--- src/hdl/bfie_pkg.sv ---
// Shared types and constants of the Brainfuck instruction executor.
`default_nettype none

package bfie_pkg;

   // Program bytes that are commands.
   localparam logic [7:0] OP_LEFT  = 8'h3C;
   localparam logic [7:0] OP_RIGHT = 8'h3E;
   localparam logic [7:0] OP_INC   = 8'h2B;
   localparam logic [7:0] OP_DEC   = 8'h2D;
   localparam logic [7:0] OP_OPEN  = 8'h5B;
   localparam logic [7:0] OP_CLOSE = 8'h5D;
   localparam logic [7:0] OP_OUT   = 8'h2E;
   localparam logic [7:0] OP_IN    = 8'h2C;

   // Input byte that stores all ones.
   localparam logic [7:0] TILDE_BYTE = 8'h7E;

   localparam int SKIP_WIDTH = 16;
   localparam int FIFO_DEPTH = 4;

   typedef enum logic [3:0] {
      CMD_NOP,
      CMD_LEFT,
      CMD_RIGHT,
      CMD_INC,
      CMD_DEC,
      CMD_OPEN,
      CMD_CLOSE,
      CMD_OUT,
      CMD_IN
   } cmd_type;

   typedef enum logic [2:0] {
      KIND_NONE  = 3'd0,
      KIND_CHAR  = 3'd1,
      KIND_EOF   = 3'd2,
      KIND_JUMP  = 3'd3,
      KIND_ERROR = 3'd4
   } kind_type;

   // Control from the execution side back to the decode queue.
   typedef struct packed {
      logic pop;
      logic clearing;
   } back_ctrl_type;

endpackage

`default_nettype wire

--- src/hdl/bfie_front.sv ---
// Front end: classifies program bytes and queues decoded commands.
`default_nettype none

module bfie_front #(
   parameter int POSITION_WIDTH = 16,
   parameter int CELL_WIDTH     = 32
) (
   input  wire logic                          clock,
   input  wire logic                          reset,
   input  wire logic                          req_valid,
   output logic                               req_stall,
   input  wire logic [7:0]                    req_op,
   input  wire logic [POSITION_WIDTH-1:0]     req_next_position,
   input  wire logic [7:0]                    req_in_byte,
   input  wire bfie_pkg::back_ctrl_type       ctrl,
   output logic                               q_valid,
   output bfie_pkg::cmd_type                  q_cmd,
   output logic [POSITION_WIDTH-1:0]          q_pos,
   output logic [CELL_WIDTH-1:0]              q_value
);
   import bfie_pkg::*;

   localparam int QA_W = $clog2(FIFO_DEPTH);
   localparam int QC_W = $clog2(FIFO_DEPTH + 1);

   cmd_type                   cmd_mem [FIFO_DEPTH];
   logic [POSITION_WIDTH-1:0] pos_mem [FIFO_DEPTH];
   logic [CELL_WIDTH-1:0]     val_mem [FIFO_DEPTH];

   logic [QA_W-1:0] wr_ptr_ff, wr_ptr_in;
   logic [QA_W-1:0] rd_ptr_ff, rd_ptr_in;
   logic [QC_W-1:0] count_ff, count_in;

   cmd_type               dec_cmd;
   logic [CELL_WIDTH-1:0] dec_value;
   logic                  push;

   always_comb begin
      case (req_op)
         OP_LEFT:  dec_cmd = CMD_LEFT;
         OP_RIGHT: dec_cmd = CMD_RIGHT;
         OP_INC:   dec_cmd = CMD_INC;
         OP_DEC:   dec_cmd = CMD_DEC;
         OP_OPEN:  dec_cmd = CMD_OPEN;
         OP_CLOSE: dec_cmd = CMD_CLOSE;
         OP_OUT:   dec_cmd = CMD_OUT;
         OP_IN:    dec_cmd = CMD_IN;
         default:  dec_cmd = CMD_NOP;
      endcase
      // A tilde reads as end of input and stores all ones.
      if (req_in_byte == TILDE_BYTE) begin
         dec_value = '1;
      end else begin
         dec_value = CELL_WIDTH'($signed(req_in_byte));
      end
   end

   assign req_stall = ctrl.clearing || (count_ff == QC_W'(FIFO_DEPTH));
   assign push      = req_valid && !req_stall;

   always_comb begin
      wr_ptr_in = wr_ptr_ff;
      rd_ptr_in = rd_ptr_ff;
      if (push) begin
         wr_ptr_in = wr_ptr_ff + 1'b1;
      end
      if (ctrl.pop) begin
         rd_ptr_in = rd_ptr_ff + 1'b1;
      end
      count_in = count_ff + QC_W'(push) - QC_W'(ctrl.pop);
   end

   always_ff @(posedge clock) begin
      if (reset) begin
         wr_ptr_ff <= '0;
         rd_ptr_ff <= '0;
         count_ff  <= '0;
      end else begin
         wr_ptr_ff <= wr_ptr_in;
         rd_ptr_ff <= rd_ptr_in;
         count_ff  <= count_in;
      end
   end

   always_ff @(posedge clock) begin
      if (push) begin
         cmd_mem[wr_ptr_ff] <= dec_cmd;
         pos_mem[wr_ptr_ff] <= req_next_position;
         val_mem[wr_ptr_ff] <= dec_value;
      end
   end

   assign q_valid = (count_ff != '0);
   assign q_cmd   = cmd_mem[rd_ptr_ff];
   assign q_pos   = pos_mem[rd_ptr_ff];
   assign q_value = val_mem[rd_ptr_ff];

endmodule

`default_nettype wire

--- config.mk ---
export PLATFORM = sky130hd
export DESIGN_NAME = bfie_front
export DESIGN_NICKNAME = d
export VERILOG_FILES = /design/src/hdl/bfie_pkg.sv /design/src/hdl/bfie_front.sv
export SDC_FILE = /design/constraint.sdc
export NUM_CORES = 1
export LEC_CHECK = 0
export BUFFER_PORTS_ARGS = -buffer_cell sky130_fd_sc_hd__buf_4
export CAP_MARGIN = 20
export CORE_UTILIZATION = 35
export DETAILED_ROUTE_END_ITERATION = 7
export PLACE_DENSITY_LB_ADDON = 0.3
export SLEW_MARGIN = 20
export SYNTH_ARGS = -nofsm -noshare
export SYNTH_HDL_FRONTEND = slang
export SYNTH_SLANG_ARGS = --single-unit
--- constraint.sdc ---
create_clock -name clock -period 2.1 [get_ports clock]
set_input_delay 0.315 -clock clock [delete_from_list [all_inputs] [get_ports clock]]
set_output_delay 0.315 -clock clock [all_outputs]
set_load 0.01 [all_outputs]
==> metrics.yaml, run 1 <==
cells_and_area:
  area_growth_pct: 26.3
  final_cells: 528
  drive_above_1_share_pct: 46.0
  final_cell_mix: "112 x edfxtp_1, 97 x buf_4, 25 x mux4_2"
  final_common_cell: "edfxtp_1"
  diodes: 0
  fin_nets: 379
  n_fill_cell: 1199
yosys:
  synth_ff_type: "edfxtp_1"
  synth_cells: 252
  synthesis.area_um2: 4940
  synth_fp_nets: 296
  synth.avg_cell_area_um2: 19.6
  ys_ff_latch: 121
  yosysSeqAreaShare_pct: 71.8
  synth_cell_types: 36
  synthArstFlopShare_pct: 0
  synth_warnings: 0
  synth_edf_count: 112
cts:
  hold_buffers: 0
  htreeDepth: 4
  cts.sinks: 121
  insertion_delay_ns: 0.41
  cts_inserted_buffers: 17
  clk_path_buf_depth: 2
  cts_tree: "built"
  cts.clk_slew.worst_paths_ns: 0.05
  cts_root_buf: "clkbuf_16"
route:
  drt-initial-drc-count: 130
  first_pass_iters: 4
  vias_per_cell: 4.66
  drt-wirelength-per-cell_um: 16.9
  drc_errors: 0
  num_vias: 2460
  postRouteWirelength_um: 8940
  drtAntennaViolNets: 0
sta:
  hold_viol: 0
  fin_crit_ns: 2.09
  tightest_slew_ns: 0.794
  relSlewSlack_pct: 47.0
  fmax_mhz: 479
  finClkSkew_ns: 0.00477
  finalSetupViolations: 0
  slew_viol_final: 0
  finalCritPeriodShare_pct: 99.3
  tns_ns: 0
  rsz0062_at_grt: "yes"
die:
  fp.dieW_um: 121
  die_h_um: 121
  dieArea_um2: 14600
  core_um2: 13800
  row_count: 43
  initial_utilization_pct: 35.7
  io_pins: 91
worst_setup_path:
  crit_top_cell: "buf_4"
  r2r_cells: 11
  crit_type: "flop to output pin"
  crit_fanout: 12
  crit_required_ns: 1.78
  worstSetupEndpointType: "output pin"
  start_kind: "flop"
  cp_cell_sequence: "buf_4 > mux4_2 > buf_4"
  worstPathArrival_ns: 1.77
  crit_path_max_incr_delay_ns: 0.61
  crit_slowest_cell: "mux4_2"
min_path:
  hold_depth: 1
  min_path_type: "primary input to flop"
grt:
  busiest_layer: "met2"
  first_global_vias: 2508
  grt_first_pass_wirelength_um: 13500
  grt_util_met1_pct: 16.3
  globalRouteMet2Util_pct: 20.5
  grt_max_degree: 29
  grt_overflow: 0
  use_met3_pct: 4.62
  antenna_found_initial: 0
  track_usage_pct: 13.2
placement:
  buffer_ports.inserted: 90
  dp_hpwl_um: 5380
  dp_cells: 491
  place_congestion: 0.730
power:
  irDropWorstVdd_mv: 0.468
  power_density_nw_per_um2: 1020
  p_leak_nw: 2.26
outcome:
  status: "finished clean"
job:
  maxCapViolCount: 0
-- per-stage QoR --
step | cell area [um2] | worst slack [ns] | hold WS, ns | utilization, % | power (W)
global placement | 5620 | 0.0211 | 0.508 | 40.6 | 0.00369
floorplan | 4940 | 0.108 | 0.414 | - | 0.00338
global route | 6230 | -0.0602 | 0.0900 | 45.1 | 0.00659
CTS | 6190 | -0.0332 | 0.0842 | 44.8 | 0.00638
finish | 6230 | 0.0142 | 0.106 | 45.1 | 0.00634
detailed placement | 5620 | -0.0304 | 0.518 | 40.6 | 0.00371
-- layout make-up --
cell class | instances | area, um2 | area share (%)
Inverter | 7 | 26.3 | 0.421
Clock buffer | 19 | 433 | 6.94
Timing Repair Buffer | 100 | 769 | 12.3
Clock inverter | 13 | 110 | 1.77
Tap cell | 180 | 225 | 3.61
Multi-Input combinational cell | 88 | 1120 | 17.9
Sequential cell | 121 | 3550 | 57.0
-- path summary, 6_finish.rpt --
check,startpoint,end,slack (ns)
min reg2reg,count_ff[2]$_SDFF_PP0_,count_ff[2]$_SDFF_PP0_,0.52
max reg2reg,count_ff[2]$_SDFF_PP0_,count_ff[2]$_SDFF_PP0_,0.11
max,flop,q_value[21],0.01
min,req_next_position[12],pos_mem[2][12]$_DFFE_PP_,0.11
-- flip-flops by register name, summed over array words and instances, names as in the netlist, named ones only --
register / cells
val_mem: 32
rd_ptr_ff: 2
wr_ptr_ff: 2
pos_mem: 64
count_ff: 3
cmd_mem: 16
-- critical path, delay by kind of cell (launching register included) --
kind	cells	cell delay [ns]
multiplexers	1	0.61
buffers and inverters	2	0.33
flip-flops	1	0.42
-- cells by family (layout without fill, tap and decap cells) --
logic type / Yosys count / in the layout / synth area share, %
compound gates: 10 / 10 / 1.29
xor+xnor: 3 / 3 / 0.532
fa+ha+maj: 7 / 7 / 1.93
buf+inv: 44 / 139 / 6.06
flops: 121 / 121 / 71.8
mux: 28 / 29 / 13.4
simple gates: 39 / 39 / 5.04
-- per-layer routing --
layer,part of all wire [%],vias up,routed length (um)
li1,-,1153,-
met1,44,1203,3980
met2,48,87,4310
met3,5.4,17,479
met4,1.9,0,172
met5,0,-,0
-- repair_timing --
item / CTS / global route
cloned: 0 / 1
endpoints found under the setup margin: 49 / 29
setup buffers: 2 / 2
resized for setup: 9 / 6
-- cells in the mapped netlist (all sizes together) (4+ instances only) --
library cell  count  area (um2)
inv               7        26.3
nor2              6        22.5
ha                6        75.1
buf              30         246
and3              4        25.0
mux4             28         661
clkbuf            7        26.3
nand3             4        20.0
nor2b             4        25.0
edfxtp          112        3360
dfxtp             9         180
-- power breakdown --
part / total (W) / switching, W / internal (W)
registers: 0.00282 / 0.0000596 / 0.00276
logic: 0.000879 / 0.000406 / 0.000472
clock network: 0.00264 / 0.000938 / 0.00171
total: 0.00634 / 0.00140 / 0.00494
Note: power is estimated with default switching activity, not from simulation.
==> run 2: changes to the inputs <==
Settings changed: ABC_AREA set to 1.
==> run 2 against run 1 <==
Sequential cell count did not move. Via count rose by 32%. Worst setup slack improved by 0.11 ns. Die area rose by 1.1%. Register-to-register slack barely moved. Critical endpoint is now count_ff[2]$_SDFF_PP0_.
==> metrics.yaml, run 2 <==
outcome:
  status: "finished clean"
die:
  initial_utilization_pct: 36.0  # +0.27 points
  io_pins: 91  # unchanged
  row_count: 43  # unchanged
  core_um2: 13900  # +0.39%
  die_h_um: 121  # +0.56%
  dieArea_um2: 14700  # +1.1%
  fp.dieW_um: 121  # +0.56%
power:
  pwr-share-clk_pct: 41.7  # about the same
  internal_power_w: 0.00490  # -0.75%
  p_leak_nw: 2.39  # +5.7%
  power_frac_seq_pct: 44.2  # -0.2 points
  switching_share_pct: 23.4  # +1.2 points
  total_power_w: 0.00639  # +0.86%
  p_sw_w: 0.00149  # +6.5%
  irDropWorstVdd_mv: 0.525  # +12%
  pwr-share-comb_pct: 14.1  # +0.2 points
  power_density_nw_per_um2: 1010  # -0.79%
yosys:
  yosysSeqAreaShare_pct: 71.0  # -0.81 points
  synth.avg_cell_area_um2: 12.3  # -37%
  synth_ff_type: "edfxtp_1"
  synthArstFlopShare_pct: 0  # unchanged
  synth_cell_types: 20  # -44%
  synth_top_area_share_pct: 67.4  # -0.77 points
  synth_fp_nets: 451  # +52%
  synthTopCellsByArea: "edfxtp_1 67%, nor2_1 6.5%, o21ai_0 4.3%"
  yosysTopAreaCell: "edfxtp_1"
  ys_ff_latch: 121  # unchanged
  synthesis.area_um2: 4990  # +1.1%
  synth_warnings: 0  # unchanged
  synth_cells: 407  # +62%
  synth_edf_count: 112  # unchanged
  synthTopCellsByCount: "112 x edfxtp_1, 87 x nor2_1, 43 x o21ai_0, 28 x o22ai_1, 25 x buf_4"
  yosys.cell_count.top_type: "edfxtp_1"
cells_and_area:
  diodes: 0  # unchanged
  top_regs: "pos_mem: 64 flops, val_mem: 32 flops, cmd_mem: 16 flops"
  final_cell_mix: "112 x edfxtp_1, 107 x buf_4, 82 x nor2_1"
  drive_above_1_share_pct: 29.1  # -17 points
  final-seq-area_um2: 3550  # about the same
  regMostFlops: "pos_mem"
  n_fill_cell: 1262  # +5.3%
  area_growth_pct: 26.9
  fin_nets: 532  # +40%
  multiInputGateArea_um2: 1090  # -2.9%
  final_cell_area_um2: 6340  # +1.7%
  largest_reg_flops: 64  # unchanged
  final_common_cell: "edfxtp_1"
worst_setup_path:
  endpoint: "count_ff[2]$_SDFF_PP0_"
  crit_fanout: 3  # -9
  crit_path_start: "count_ff[1]$_SDFF_PP0_"
  crit_required_ns: 2.40  # +0.62 ns
  r2r_cells: 12  # +1
  worstPathArrival_ns: 2.27  # +0.50 ns
  worstSetupEndpointType: "flop"
  start_kind: "flop"
  crit_type: "flop to flop"
  reg2reg_setup_slack_ns: 0.12  # about the same
  r2r_end: "count_ff[2]$_SDFF_PP0_"
  r2r_start: "count_ff[1]$_SDFF_PP0_"
placement:
  place_congestion: 0.725  # -0.67%
  buffer_ports.inserted: 90  # unchanged
  dp_hpwl_um: 6340  # +18%
  placedInstanceArea_um2: 5760  # +2.5%
job:
  maxCapViolCount: 0  # unchanged
sta:
  hold_slack_ns: 0.0670  # -0.0386 ns
  finClkSkew_ns: 0.00766  # +0.00289 ns
  finalSetupViolations: 0  # unchanged
  fmax_mhz: 506  # +5.4%
  slew_viol_final: 0  # unchanged
  fin_crit_ns: 1.98  # -0.108 ns
  hold_viol: 0  # unchanged
  tightest_slew_ns: 0.293  # -0.501 ns
  relSlewSlack_pct: 80.5  # +33 points
  finalCritPeriodShare_pct: 94.2  # -5.1 points
  tns_ns: 0  # unchanged
route:
  drt-initial-drc-count: 139  # +6.9%
  num_vias: 3238  # +32%
  drt-wirelength-per-cell_um: 14.8  # -13%
  drc_errors: 0  # unchanged
  first_pass_iters: 4  # unchanged
  vias_per_cell: 4.75  # +2.1%
  drtAntennaViolNets: 0  # unchanged
  postRouteWirelength_um: 10100  # +13%
cts:
  htreeDepth: 4  # unchanged
  cts_tree: "built"
  cts_inserted_buffers: 17  # unchanged
  cts_root_buf: "clkbuf_16"
  cts.sinks: 121  # unchanged
  cts.clk_slew.worst_paths_ns: 0.05  # about the same
  clk_path_buf_depth: 2  # unchanged
  insertion_delay_ns: 0.40  # about the same
  hold_buffers: 0  # unchanged
grt:
  grt_max_degree: 29  # unchanged
  grt_overflow: 0  # unchanged
  grt_first_pass_wirelength_um: 15400  # +14%
  antenna_found_initial: 0  # unchanged
  first_global_vias: 3026  # +21%
  track_usage_pct: 14.3  # +1.1 points
min_path:
  hold_depth: 2  # +1
  min_path_type: "primary input to flop"
-- run 2: kinds of logic after synthesis --
| family | Yosys count | synth area share [%] |
|---|---|---|
| buffers and inverters | 72 | 8.27 |
| AND/OR/NAND/NOR | 119 | 9.27 |
| XOR/XNOR | 1 | 0.175 |
| adder cells (fa/ha/maj) | 7 | 1.90 |
| AO/OA/AOI/OAI | 87 | 9.42 |
| flip-flops | 121 | 71.0 |
-- run 2: power groups by stage --
stage | registers (W) | clock network [W] | logic, W
6_report | 0.00283 | 0.00266 | 0.000902
5_1_grt | 0.00284 | 0.00282 | 0.00100
4_1_cts | 0.00282 | 0.00270 | 0.000892
3_5_place_dp | 0.00286 | 0 | 0.000890
3_3_place_gp | 0.00286 | 0 | 0.000878
2_1_floorplan | 0.00285 | 0 | 0.000534
-- run 2: final cells by class --
class,instances,share of cell area [%]
tap,180,3.55
clock inverter,10,1.62
multi-input combinational,214,17.1
clock buffer,22,7.01
inverter,25,1.52
sequential,121,56.0
timing repair buffer,109,13.2
-- run 2: stage by stage --
step           util [%]  setup slack, ns  cells
2_1_floorplan         -           -0.269    407
3_3_place_gp       41.5            0.137    648
3_5_place_dp       41.5           0.0247    648
4_1_cts            45.4          0.00997    680
5_1_grt            45.7          -0.0108    681
6_report           45.7            0.122    681
-- run 2: layer usage --
| metal | track usage [%] | vias to the layer above | part of all wire (%) |
|---|---|---|---|
| met2 | 23.3 | 114 | 49 |
| met4 | 4.40 | 0 | 1.0 |
| li1 | - | 1570 | - |
| met1 | 17.8 | 1542 | 43 |
| met5 | 0 | - | 0 |
| met3 | 4.89 | 12 | 6.5 |
-- run 2: how the worst min path moves through the flow --
stage,start,endpoint
after floorplan,reset,count_ff[1]$_SDFF_PP0_
after global placement,rd_ptr_ff[1]$_SDFFE_PP0P_,rd_ptr_ff[1]$_SDFFE_PP0P_
after detailed placement,rd_ptr_ff[1]$_SDFFE_PP0P_,rd_ptr_ff[1]$_SDFFE_PP0P_
after CTS,reset,count_ff[1]$_SDFF_PP0_
after global routing,reset,count_ff[1]$_SDFF_PP0_
final,reset,count_ff[1]$_SDFF_PP0_
-- run 2: worst max-delay path: stages, from the launching register on --
cell and delay [ns]:
dfxtp_4 0.38, nor2_2 0.05, nand2_1 0.08, nand3_1 0.10, ha_1 0.30, inv_1 0.06
ha_1 0.12, inv_1 0.04, fa_2 0.36, xor2_2 0.21, nand2_1 0.07, nand2_1 0.06
nor2_1 0.04
-- run 2: what timing repair did --
action,CTS,global route
endpoints found under the setup margin,0,53
resized for setup,0,9
endpoints found under the hold margin,0,0
buffers inserted,0,1
